<file path="src/rtl/mkdg_pkg.sv">
`default_nettype none
package mkdg_pkg;
  localparam int NREG = 6;
  localparam int MASK_W = 16;
  localparam logic [2:0] REG_DEBOUNCE = 3'd0;
  localparam logic [2:0] REG_MULTI = 3'd1;
  localparam logic [2:0] REG_LONG = 3'd2;
  localparam logic [2:0] REG_REPEAT = 3'd3;
  localparam logic [2:0] REG_LEVEL = 3'd4;
  localparam logic [2:0] REG_ENABLE = 3'd5;
  localparam logic [15:0] DEF_DEBOUNCE = 16'd20;
  localparam logic [15:0] DEF_MULTI = 16'd300;

  typedef enum logic [1:0] {DB_IDLE = 2'd0, DB_DOWN = 2'd1, DB_UP = 2'd2} db_phase_t;
  typedef enum logic [1:0] {
    GS_IDLE = 2'd0, GS_PRESSED = 2'd1, GS_WAIT = 2'd2, GS_LONG = 2'd3
  } gs_phase_t;
  typedef enum logic [2:0] {
    EV_PRESS = 3'd0, EV_RELEASE = 3'd1, EV_CLICK = 3'd2, EV_LONG = 3'd3, EV_CONT = 3'd4
  } ev_code_t;
endpackage
`default_nettype wire

</file>
<file path="src/rtl/mkdg_scan_if.sv">
`default_nettype none
interface mkdg_scan_if;
  logic valid;
  logic ready;
  logic [15:0] raw_levels;
  logic [7:0] elapsed_ticks;
  modport source (output valid, raw_levels, elapsed_ticks, input ready);
  modport sink (input valid, raw_levels, elapsed_ticks, output ready);
endinterface
`default_nettype wire

</file>
<file path="src/rtl/mkdg_event_if.sv">
`default_nettype none
interface mkdg_event_if;
  logic valid;
  logic ready;
  logic [3:0] key_index;
  logic [2:0] event_code;
  logic [7:0] click_total;
  logic key_pressed;
  logic last_event;
  modport source (output valid, key_index, event_code, click_total, key_pressed,
    last_event, input ready);
  modport sink (input valid, key_index, event_code, click_total, key_pressed,
    last_event, output ready);
endinterface
`default_nettype wire

</file>
<file path="src/rtl/mkdg_cfg_if.sv">
`default_nettype none
interface mkdg_cfg_if;
  logic valid;
  logic ready;
  logic [2:0] index;
  logic [15:0] data;
  modport source (output valid, index, data, input ready);
  modport sink (input valid, index, data, output ready);
endinterface
`default_nettype wire

</file>
<file path="src/rtl/multi_key_debounce_gesture.sv">
`default_nettype none
// Channel | Dir | Fields
// scan    | in  | raw_levels[15:0], elapsed_ticks[7:0]
// events  | out | key_index, event_code, click_total, key_pressed, last_event
// cfg     | in  | index[2:0], data[15:0]
// A scan first advances time, then walks the keys in turn: a key is read in
// S_READ while the previous key is written back, and updated in S_WORK.
// A closing S_DONE state sends the last pending word, if any; output stalls
// lengthen a scan.
// Reset is synchronous; a sweep then clears the key memory, one key per cycle.
// A word held on the event port stalls the key walk until it is taken.
module multi_key_debounce_gesture #(
  parameter int KEYS = 16,
  parameter int TIME_BITS = 32
) (
  input wire clk,
  input wire rst,
  mkdg_scan_if.sink scan,
  mkdg_event_if.source events,
  mkdg_cfg_if.sink cfg
);
  localparam int NK = (KEYS < mkdg_pkg::MASK_W) ? KEYS : mkdg_pkg::MASK_W;
  localparam int KW = (NK > 1) ? $clog2(NK) : 1;

  typedef struct packed {
    logic [1:0] db;
    logic [1:0] gs;
    logic prev;
    logic stable;
    logic [7:0] clicks;
    logic [TIME_BITS-1:0] db_start;
    logic [TIME_BITS-1:0] press_start;
    logic [TIME_BITS-1:0] rel_start;
  } key_t;

  typedef enum logic [2:0] {S_CLEAR, S_IDLE, S_READ, S_WORK, S_DONE} state_t;

  key_t mem [NK];
  key_t rd;
  key_t wr;
  logic we;
  logic [KW-1:0] k;
  logic [KW-1:0] wk;
  state_t state;
  logic [15:0] regs [mkdg_pkg::NREG];
  logic [TIME_BITS-1:0] time_now;
  logic [15:0] raw;
  logic have_ev;
  logic [3:0] pend_key;
  logic [2:0] pend_code;
  logic [7:0] pend_clicks;
  logic pend_pressed;
  logic out_valid;
  logic out_last;
  logic [3:0] out_key;
  logic [2:0] out_code;
  logic [7:0] out_clicks;
  logic out_pressed;

  // Combinational key update.
  logic [15:0] db_t;
  logic [15:0] mc_t;
  logic lvl;
  logic act;
  logic en;
  logic ev_v;
  logic [2:0] ev;
  key_t nx;

  always_comb begin
    db_t = (regs[mkdg_pkg::REG_DEBOUNCE] != 16'd0) ? regs[mkdg_pkg::REG_DEBOUNCE]
      : mkdg_pkg::DEF_DEBOUNCE;
    mc_t = (regs[mkdg_pkg::REG_MULTI] != 16'd0) ? regs[mkdg_pkg::REG_MULTI]
      : mkdg_pkg::DEF_MULTI;
    lvl = raw[k];
    en = regs[mkdg_pkg::REG_ENABLE][k];
    act = (lvl == regs[mkdg_pkg::REG_LEVEL][k]);
    nx = rd;
    ev_v = 1'b0;
    ev = mkdg_pkg::EV_PRESS;
    unique case (rd.db)
      mkdg_pkg::DB_DOWN, mkdg_pkg::DB_UP: begin
        if ((time_now - rd.db_start) >= TIME_BITS'(db_t)) begin
          if (lvl == rd.prev) begin
            ev_v = 1'b1;
            if (rd.db == mkdg_pkg::DB_DOWN) begin
              nx.stable = 1'b1;
              ev = mkdg_pkg::EV_PRESS;
            end else begin
              nx.stable = 1'b0;
              ev = mkdg_pkg::EV_RELEASE;
            end
          end
          nx.db = mkdg_pkg::DB_IDLE;
        end
      end
      default: begin
        if (act != rd.stable) begin
          nx.db = act ? mkdg_pkg::DB_DOWN : mkdg_pkg::DB_UP;
          nx.db_start = time_now;
        end
      end
    endcase
    nx.prev = lvl;
    unique case (rd.gs)
      mkdg_pkg::GS_IDLE: begin
        if (nx.stable) begin
          nx.gs = mkdg_pkg::GS_PRESSED;
          nx.press_start = time_now;
        end else begin
          nx.clicks = 8'd0;
        end
      end
      mkdg_pkg::GS_PRESSED: begin
        if (nx.stable && (time_now - rd.press_start) >=
            TIME_BITS'(regs[mkdg_pkg::REG_LONG])) begin
          ev_v = 1'b1;
          ev = mkdg_pkg::EV_LONG;
          nx.gs = mkdg_pkg::GS_LONG;
          nx.press_start = time_now;
        end else if (!nx.stable) begin
          nx.clicks = rd.clicks + 8'd1;
          ev_v = 1'b1;
          ev = mkdg_pkg::EV_CLICK;
          nx.gs = mkdg_pkg::GS_WAIT;
          nx.rel_start = time_now;
        end
      end
      mkdg_pkg::GS_WAIT: begin
        if ((time_now - rd.rel_start) >= TIME_BITS'(mc_t)) begin
          nx.gs = mkdg_pkg::GS_IDLE;
        end else if (nx.stable) begin
          nx.gs = mkdg_pkg::GS_PRESSED;
          nx.press_start = time_now;
        end
      end
      default: begin
        if (nx.stable && (time_now - rd.press_start) >=
            TIME_BITS'(regs[mkdg_pkg::REG_REPEAT])) begin
          ev_v = 1'b1;
          ev = mkdg_pkg::EV_CONT;
          nx.press_start = time_now;
        end else if (!nx.stable) begin
          nx.gs = mkdg_pkg::GS_IDLE;
        end
      end
    endcase
    if (!en) begin
      nx = '0;
      ev_v = 1'b0;
    end
  end

  always_ff @(posedge clk) begin
    if (we) begin
      mem[wk] <= wr;
    end
    rd <= mem[k];
  end

  assign scan.ready = (state == S_IDLE);
  assign cfg.ready = 1'b1;
  assign events.valid = out_valid;
  assign events.key_index = out_key;
  assign events.event_code = out_code;
  assign events.click_total = out_clicks;
  assign events.key_pressed = out_pressed;
  assign events.last_event = out_last;

  logic out_free;
  assign out_free = !out_valid || events.ready;

  always_ff @(posedge clk) begin
    if (rst) begin
      state <= S_CLEAR;
      k <= '0;
      wk <= '0;
      we <= 1'b0;
      wr <= '0;
      time_now <= '0;
      have_ev <= 1'b0;
      out_valid <= 1'b0;
      regs[0] <= mkdg_pkg::DEF_DEBOUNCE;
      regs[1] <= mkdg_pkg::DEF_MULTI;
      regs[2] <= 16'd1000;
      regs[3] <= 16'd200;
      regs[4] <= 16'd0;
      regs[5] <= 16'd0;
    end else begin
      if (cfg.valid && (int'(cfg.index) < mkdg_pkg::NREG)) begin
        regs[cfg.index] <= cfg.data;
      end
      if (out_valid && events.ready) begin
        out_valid <= 1'b0;
      end
      we <= 1'b0;
      unique case (state)
        S_CLEAR: begin
          we <= 1'b1;
          wr <= '0;
          wk <= k;
          if (int'(k) == NK - 1) begin
            state <= S_IDLE;
            k <= '0;
          end else begin
            k <= k + KW'(1);
          end
        end
        S_IDLE: begin
          if (scan.valid) begin
            raw <= scan.raw_levels;
            time_now <= time_now + TIME_BITS'(scan.elapsed_ticks);
            k <= '0;
            have_ev <= 1'b0;
            state <= S_READ;
          end
        end
        S_READ: begin
          state <= S_WORK;
        end
        S_WORK: begin
          if (!(ev_v && have_ev) || out_free) begin
            if (ev_v) begin
              if (have_ev) begin
                out_valid <= 1'b1;
                out_last <= 1'b0;
                out_key <= pend_key;
                out_code <= pend_code;
                out_clicks <= pend_clicks;
                out_pressed <= pend_pressed;
              end
              have_ev <= 1'b1;
              pend_key <= 4'(k);
              pend_code <= ev;
              pend_clicks <= nx.clicks;
              pend_pressed <= nx.stable;
            end
            we <= 1'b1;
            wr <= nx;
            wk <= k;
            if (int'(k) == NK - 1) begin
              state <= S_DONE;
            end else begin
              k <= k + KW'(1);
              state <= S_READ;
            end
          end
        end
        S_DONE: begin
          if (!have_ev) begin
            k <= '0;
            state <= S_IDLE;
          end else if (out_free) begin
            out_valid <= 1'b1;
            out_last <= 1'b1;
            out_key <= pend_key;
            out_code <= pend_code;
            out_clicks <= pend_clicks;
            out_pressed <= pend_pressed;
            have_ev <= 1'b0;
            k <= '0;
            state <= S_IDLE;
          end
        end
        default: state <= S_IDLE;
      endcase
    end
  end
endmodule
`default_nettype wire

</file>
<file path="src/flat_wrapper.sv">
// flat-port wrapper written by rule: the top's interface ports become plain ports
module multi_key_debounce_gesture_flat 
#(
  parameter int KEYS = 16,
  parameter int TIME_BITS = 32
)
  (clk, rst, scan_valid, scan_raw_levels, scan_elapsed_ticks, scan_ready, events_valid, events_key_index, events_event_code, events_click_total, events_key_pressed, events_last_event, events_ready, cfg_valid, cfg_index, cfg_data, cfg_ready);
  mkdg_scan_if scan_i ();
  mkdg_event_if events_i ();
  mkdg_cfg_if cfg_i ();
  input wire clk;
  input wire rst;
  input wire logic [$bits(scan_i.valid)-1:0] scan_valid;
  input wire logic [$bits(scan_i.raw_levels)-1:0] scan_raw_levels;
  input wire logic [$bits(scan_i.elapsed_ticks)-1:0] scan_elapsed_ticks;
  output wire logic [$bits(scan_i.ready)-1:0] scan_ready;
  output wire logic [$bits(events_i.valid)-1:0] events_valid;
  output wire logic [$bits(events_i.key_index)-1:0] events_key_index;
  output wire logic [$bits(events_i.event_code)-1:0] events_event_code;
  output wire logic [$bits(events_i.click_total)-1:0] events_click_total;
  output wire logic [$bits(events_i.key_pressed)-1:0] events_key_pressed;
  output wire logic [$bits(events_i.last_event)-1:0] events_last_event;
  input wire logic [$bits(events_i.ready)-1:0] events_ready;
  input wire logic [$bits(cfg_i.valid)-1:0] cfg_valid;
  input wire logic [$bits(cfg_i.index)-1:0] cfg_index;
  input wire logic [$bits(cfg_i.data)-1:0] cfg_data;
  output wire logic [$bits(cfg_i.ready)-1:0] cfg_ready;
  assign scan_i.valid = scan_valid;
  assign scan_i.raw_levels = scan_raw_levels;
  assign scan_i.elapsed_ticks = scan_elapsed_ticks;
  assign scan_ready = scan_i.ready;
  assign events_valid = events_i.valid;
  assign events_key_index = events_i.key_index;
  assign events_event_code = events_i.event_code;
  assign events_click_total = events_i.click_total;
  assign events_key_pressed = events_i.key_pressed;
  assign events_last_event = events_i.last_event;
  assign events_i.ready = events_ready;
  assign cfg_i.valid = cfg_valid;
  assign cfg_i.index = cfg_index;
  assign cfg_i.data = cfg_data;
  assign cfg_ready = cfg_i.ready;
  multi_key_debounce_gesture #(.KEYS(KEYS), .TIME_BITS(TIME_BITS)) u_core (.clk(clk), .rst(rst), .scan(scan_i), .events(events_i), .cfg(cfg_i));
endmodule
</file>
<file path="config.mk">
export PLATFORM = sky130hd
export DESIGN_NAME = multi_key_debounce_gesture_flat
export DESIGN_NICKNAME = d
export VERILOG_FILES = /design/src/rtl/mkdg_pkg.sv /design/src/rtl/mkdg_scan_if.sv /design/src/rtl/mkdg_event_if.sv /design/src/rtl/mkdg_cfg_if.sv /design/src/rtl/multi_key_debounce_gesture.sv /design/src/flat_wrapper.sv
export SDC_FILE = /design/constraint.sdc
export NUM_CORES = 2
export LEC_CHECK = 0
export BUFFER_PORTS_ARGS = -buffer_cell sky130_fd_sc_hd__buf_2
export CAP_MARGIN = 30
export CORE_MARGIN = 2
export CORE_UTILIZATION = 50
export CTS_CLUSTER_DIAMETER = 60
export DETAILED_ROUTE_END_ITERATION = 6
export GPL_TIMING_DRIVEN = 0
export PLACE_DENSITY = 0.74
export SYNTH_ARGS = -nofsm -noshare
export SYNTH_HDL_FRONTEND = slang
export SYNTH_SLANG_ARGS = --single-unit
export TNS_END_PERCENT = 1
</file>
<file path="constraint.sdc">
create_clock -name clk -period 12.4 [get_ports clk]
set_input_delay 0.62 -clock clk [delete_from_list [all_inputs] [get_ports clk]]
set_output_delay 0.62 -clock clk [all_outputs]
set_load 0.02 [all_outputs]
</file>
Word level (Yosys, flattened, before mapping)
Memory sizes are Yosys's and may differ from the RTL's. A register that Yosys moved wholly into a read port is not among the register bits.
Index checks and enable logic that the tools add are counted.
- $add $sub $neg: 6
- $mul: 0
- divide/modulo/power cells: 0
- order comparisons: 6
- eq/ne operators: 21
- shift-type cells: 0
- muxes and demuxes: 127
- bitwise logic cells: 1
- reductions and logical operators: 28
- operators with widths (operator ; count):
    2-to-1 mux 32 bit ; 9
    2-to-1 mux 110 bit ; 2
    case mux 110 bit (2 select lines) ; 1
    >= comparator 32 x 16 -> 1 bit ; 4
    case mux 32 bit (3 select lines) ; 1
    subtractor 32 bit ; 3
    2-to-1 mux 8 bit ; 8
    2-to-1 mux 3 bit ; 18
    2-to-1 mux 16 bit ; 3
    2-to-1 mux 4 bit ; 12
    2-to-1 mux 1 bit ; 45
    adder 32 x 8 -> 32 bit ; 1
    case mux 8 bit (2 select lines) ; 2
    nonzero test 16 bit ; 2
    2-to-1 mux 2 bit ; 10
    case mux 4 bit (2 select lines) ; 2
    case mux 4 bit (4 select lines) ; 1
    OR reduction 16 bit ; 1
    case mux 3 bit (5 select lines) ; 1
    binary-select mux 1 bit (select 4 bit) ; 3
    inequality test 2 x 1 -> 1 bit (second input constant) ; 6
    case mux 3 bit (2 select lines) ; 2
    AND reduction 4 bit ; 3
    case mux 1 bit (2 select lines) ; 5
    30 further kinds ; 44
- bits in registers: 205
- latch bits: 0
- RAM bits: 1856
- bits in read-only memories: 0
- bits of input ports: 48
- output and inout port bits: 20
- logic and storage cells: 216
- memories: 2
- memory list (memory ; depth ; bits a word ; read ports ; clocked after memory_dff ; write ports ; RTL line ; RTL):
    u_core.mem ; 16 ; 110 ; 1 ; 1 ; 1 ; multi_key_debounce_gesture.sv:38 ; key_t mem [NK];
    u_core.regs ; 6 ; 16 ; 6 ; 0 ; 6 ; multi_key_debounce_gesture.sv:45 ; logic [15:0] regs [mkdg_pkg::NREG];

Depth between registers and ports, before layout
- depth after elaboration: 15
- gate-level depth with buffers: 24

Worst setup path after synthesis
Ideal clock, no wire load.
- kind: reg2reg
- from: reg u_core.wk[2]
- to: mem u_core.mem[0][0] in the netlist's numbering (enable)
- arrival time: 7.954 ns
- required time: 11.686 ns
- slack: 3.732 ns
- cell stages (with the launch flop): 4
- period minus slack after synthesis: 8.668 ns
- cell sequence: dfxtp_1 > inv_1 > nand3_1 > nor3_1
- RTL lines (element ; RTL line ; RTL):
    start, declared ; multi_key_debounce_gesture.sv:43 ; logic [KW-1:0] wk;
    start signal, assigned ; multi_key_debounce_gesture.sv:201 ; wk <= k;
    start signal, assigned ; multi_key_debounce_gesture.sv:240 ; wk <= k;
    end, declared ; multi_key_debounce_gesture.sv:38 ;
No word-level cell before the write port.

Worst setup path in the final report
- from: reg u_core.time_now[1]
- to: reg u_core.wr[23] in the netlist's numbering
- longest elaborated chain between the ends: 13
- elaborated cells on any way between the ends: 27
- ends and longest elaborated chain (element ; RTL line ; RTL):
    start, declared ; multi_key_debounce_gesture.sv:46 ; logic [TIME_BITS-1:0] time_now;
    start signal, assigned ; multi_key_debounce_gesture.sv:212 ; time_now <= time_now + TIME_BITS'(scan.elapsed_ticks);
    subtractor 32 bit ; multi_key_debounce_gesture.sv:83 ; if ((time_now - rd.db_start) >= TIME_BITS'(db_t)) begin
    >= comparator 32 x 16 -> 1 bit ; multi_key_debounce_gesture.sv:83 ;
    2-to-1 mux 1 bit ; multi_key_debounce_gesture.sv:83 ;
    2-to-1 mux 1 bit ; multi_key_debounce_gesture.sv:81 ; unique case (rd.db)
    2-to-1 mux 1 bit, or another cell as far along ; multi_key_debounce_gesture.sv:121 ; end else if (!nx.stable) begin
    2-to-1 mux 1 bit, on equally long branches ; multi_key_debounce_gesture.sv:115, multi_key_debounce_gesture.sv:138 ;
    case mux 1 bit (2 select lines) ; multi_key_debounce_gesture.sv:105 ; unique case (rd.gs)
    2-to-1 mux 1 bit ; multi_key_debounce_gesture.sv:148 ; if (!en) begin
    logical AND 1 bit ; multi_key_debounce_gesture.sv:222 ; if (!(ev_v && have_ev) || out_free) begin
    logical NOT 1 bit ; multi_key_debounce_gesture.sv:222 ;
    logical OR 1 bit ; multi_key_debounce_gesture.sv:222 ;
    inequality test 2 x 1 -> 1 bit (no line) ; -- ;
    AND reduction 2 bit (no line) ; -- ;
    end signal, assigned ; multi_key_debounce_gesture.sv:239 ; wr <= nx;
    end, declared ; multi_key_debounce_gesture.sv:40 ; key_t wr;
Several ways; a longest one is shown, not always the timed one. The select of a mux whose other input is x is not followed.
A chain may end at the register's enable or synchronous reset.

==> metrics.cfg <==
[status]
outcome=finished clean

[logic_synthesis]
synthTopCellsByCount=edfxtp_1, mux4_2, dfxtp_1
synth_ff_type=edfxtp_1
yosysTopAreaCellShare_pct=64.5
synthMostInstantiatedCell=edfxtp_1
syn_inst=4895
synthArstFlopShare_pct=0
syn_nets=5116
syn-cell-area_um2=88700
synth-seq-cells=2171
syn_avg_cell_area_um2=18.1
yosysWarnings=0
ys_types=85
ys_seq_area_share_pct=70.5
yosys.area.top_type=edfxtp_1
synth-edff-count=1905
netlist_top_cells_area=edfxtp_1, mux4_2, dfxtp_1, ha_1, mux2i_1

[floorplan]
die_height_um=425
chipWidth_um=425
initial_core_util_pct=50.3
die_area_um2=181000
core-area_um2=176000
ioPinCount=68
row_count=154

[global_routing]
antenna_found_initial=8
grt_max_degree=25
grt_overflow=0
grt_pass1_wl_um=350000
grt_pass1_vias=50400
grt_usage_pct=27.0

[clocking]
htree_levels=4
post_cts_resized=0
clock-sinks=2171
ctsHoldBuffers=16
cts-root-buf=clkbuf_16
post_cts_buffers=0
cts_buffers=209
cts.path.max_buffers=3
clk_pin_slew_ns=0.06
cts_tree=built
insertion_delay_ns=0.90

[worst_setup_path]
rr_startpoint=u_core.time_now[1]
required_ns=13.13
reg2reg_slack_ns=4.33
cp-end-kind=flip-flop
worstReg2RegEnd=u_core.wr[23]
startpoint_type=flip-flop
crit_type=reg -> reg
cp.arrival_ns=8.79
path_max_fanout=10
reg2reg_depth=23

[cells_and_area]
area_growth_pct=15.9
drive_above_1_share_pct=22.6
fillers=12500
final_nets=5617
design_area_um2=103000

[routing]
wl_met2_um=117000
wl_met3_um=24000
drt-initial-drc-count=6802
drt_first_pass_iters=6
drtAntennaViolNets=0
vias=50400
wl_met1_um=92800
avgViaCountPerCell=6.35
wire_per_inst_um=30.7
dr.max_layer_used=met5
drc_errors=0
wl_um=244000

[sta]
slew_violations=0
worstMarginPinSlew_ns=1.11
final_hold_viol_count=0
fmax_ghz=0.124
whs_ns=0.147
rsz0062_at_grt=no
period_needed_ns=8.07
finalSetupTns_ns=0
slew_headroom_pct=25.8
period_share_pct=65.0
skew_ns=0.0583
setup-violations-final=0

[power_and_ir_drop]
irDropWorstVdd_v=0.000153
power.total_uw=18400
power.density_nw_per_um2=179
power_frac_seq_pct=45.5
switchingPower_uw=5030
p_comb_share_pct=18.7
clkPwrFrac_pct=35.8
sw_frac_of_total_pct=27.4
internal_power_uw=13400
p_leak_uw=0.0345

[placed_design]
hpwl_um=163000
place_congestion=0.949
place_area_um2=95400
numPortBuffers=66

[job]
maxCapViolations=0

[hold_path]
hold_end=u_core.state[1]
worstHoldStart=scan_valid
worstHoldPathCells=3
hold_path.class=in -> reg

## critical path, cell delays in order (launching register included)
cell	delay [ns]
dfxtp_1	0.89
inv_1	0.48
fa_1	0.57
nand2b_1	0.20
a21o_1	0.22
a31oi_1	0.42
nor2_1	0.13
xnor2_1	0.18
ha_1	0.20
a21o_1	0.15
a21o_1	0.18
a222oi_1	0.26
nand4_1	0.13
or4_1	0.48
nor4_1	0.54
nand4_1	0.36
o31ai_4	0.49
a311oi_1	0.23
o21a_1	0.22
clkbuf_1	0.24
buf_8	0.23
clkbuf_2	0.47
clkbuf_1	0.42
o2bb2ai_1	0.21
## power by group through the flow
stage          registers [µW]  clock network, µW  logic (µW)
2_1_floorplan            8440                  0        2280
3_3_place_gp             8590                  0        3170
3_5_place_dp             8510                  0        3360
4_1_cts                  8370               6620        3410
5_1_grt                  8380               6890        3670
6_report                 8370               6580        3440
## layout by cell type (no fill, tap or decap), types with 70 or more instances in the layout
cell and instances:
a21oi_1 171, edfxtp_1 1905, o2bb2ai_1 70, clkbuf_16 212, mux4_2 563, ha_1 169
dfxtp_1 266, o21ai_0 83, inv_1 204, buf_2 85, nand2_1 203, clkbuf_1 230
mux2i_1 109, buf_6 71, nor2_1 224
## worst max-delay path by stage
stage	depth (start not counted)	endpoint	start
6_report	23	u_core.wr[23]	u_core.time_now[1]
5_1_grt	23	u_core.wr[23]	u_core.time_now[1]
4_1_cts	22	u_core.wr[23]	u_core.time_now[1]
3_5_place_dp	22	u_core.wr[25]	u_core.time_now[1]
3_3_place_gp	3	u_core.mem[0][33]	u_core.wk[2]
2_1_floorplan	3	u_core.mem[0][0]	u_core.wk[2]
## stage by stage
step / worst slack [ns] / util [%] / instances
after floorplan: 3.73 / - / 4895
after global placement: -6.55 / 52.2 / 7301
after detailed placement: 4.44 / 54.1 / 7504
after CTS: 4.40 / 58.3 / 7918
after global routing: 4.18 / 58.3 / 7924
final: 4.33 / 58.3 / 7927
## layer usage
| layer | up-vias | GRT usage [%] |
|---|---|---|
| met1 | 26100 | 36.5 |
| met3 | 476 | 5.49 |
| met4 | 8 | 11.1 |
| met2 | 3003 | 43.2 |
| met5 | - | 0 |
| li1 | 20700 | - |
## state kept, by name, indices dropped and copies added, names as in the netlist, 3 cells and up
name                       flops
u_core.time_now               32
u_core.events.event_code       3
u_core.wr                    110
u_core.k                       4
u_core.rd                    110
u_core.events.key_index        4
u_core.state                   3
u_core.raw                    16
u_core.pend_key                4
u_core.wk                      4
u_core.regs                   96
u_core.events.click_total      8
u_core.mem                  1760
u_core.pend_code               3
u_core.pend_clicks             8
## area by class of cell
type                            instances  area, µm²  area share (%)
Buffer                                242       1010           0.978
Sequential cell                      2171      62500            60.8
Antenna cell                            4       10.0         0.00973
Timing Repair Buffer                  290       3800            3.69
Clock inverter                        114       1400            1.36
Multi-Input combinational cell       2276      24600            23.9
Inverter                              206        773           0.752
Clock buffer                          284       5860            5.69
Tap cell                             2340       2930            2.85
## logic make-up after synthesis
family / after synthesis / synth area share [%]
flops: 2171 / 70.5
simple gates: 717 / 3.78
mux: 677 / 15.6
compound gates: 624 / 4.85
buf+inv: 448 / 1.99
fa+ha+maj: 174 / 2.49
xor+xnor: 83 / 0.819
other cells: 1 / 0.00423
(Power assumes the default switching activity.)
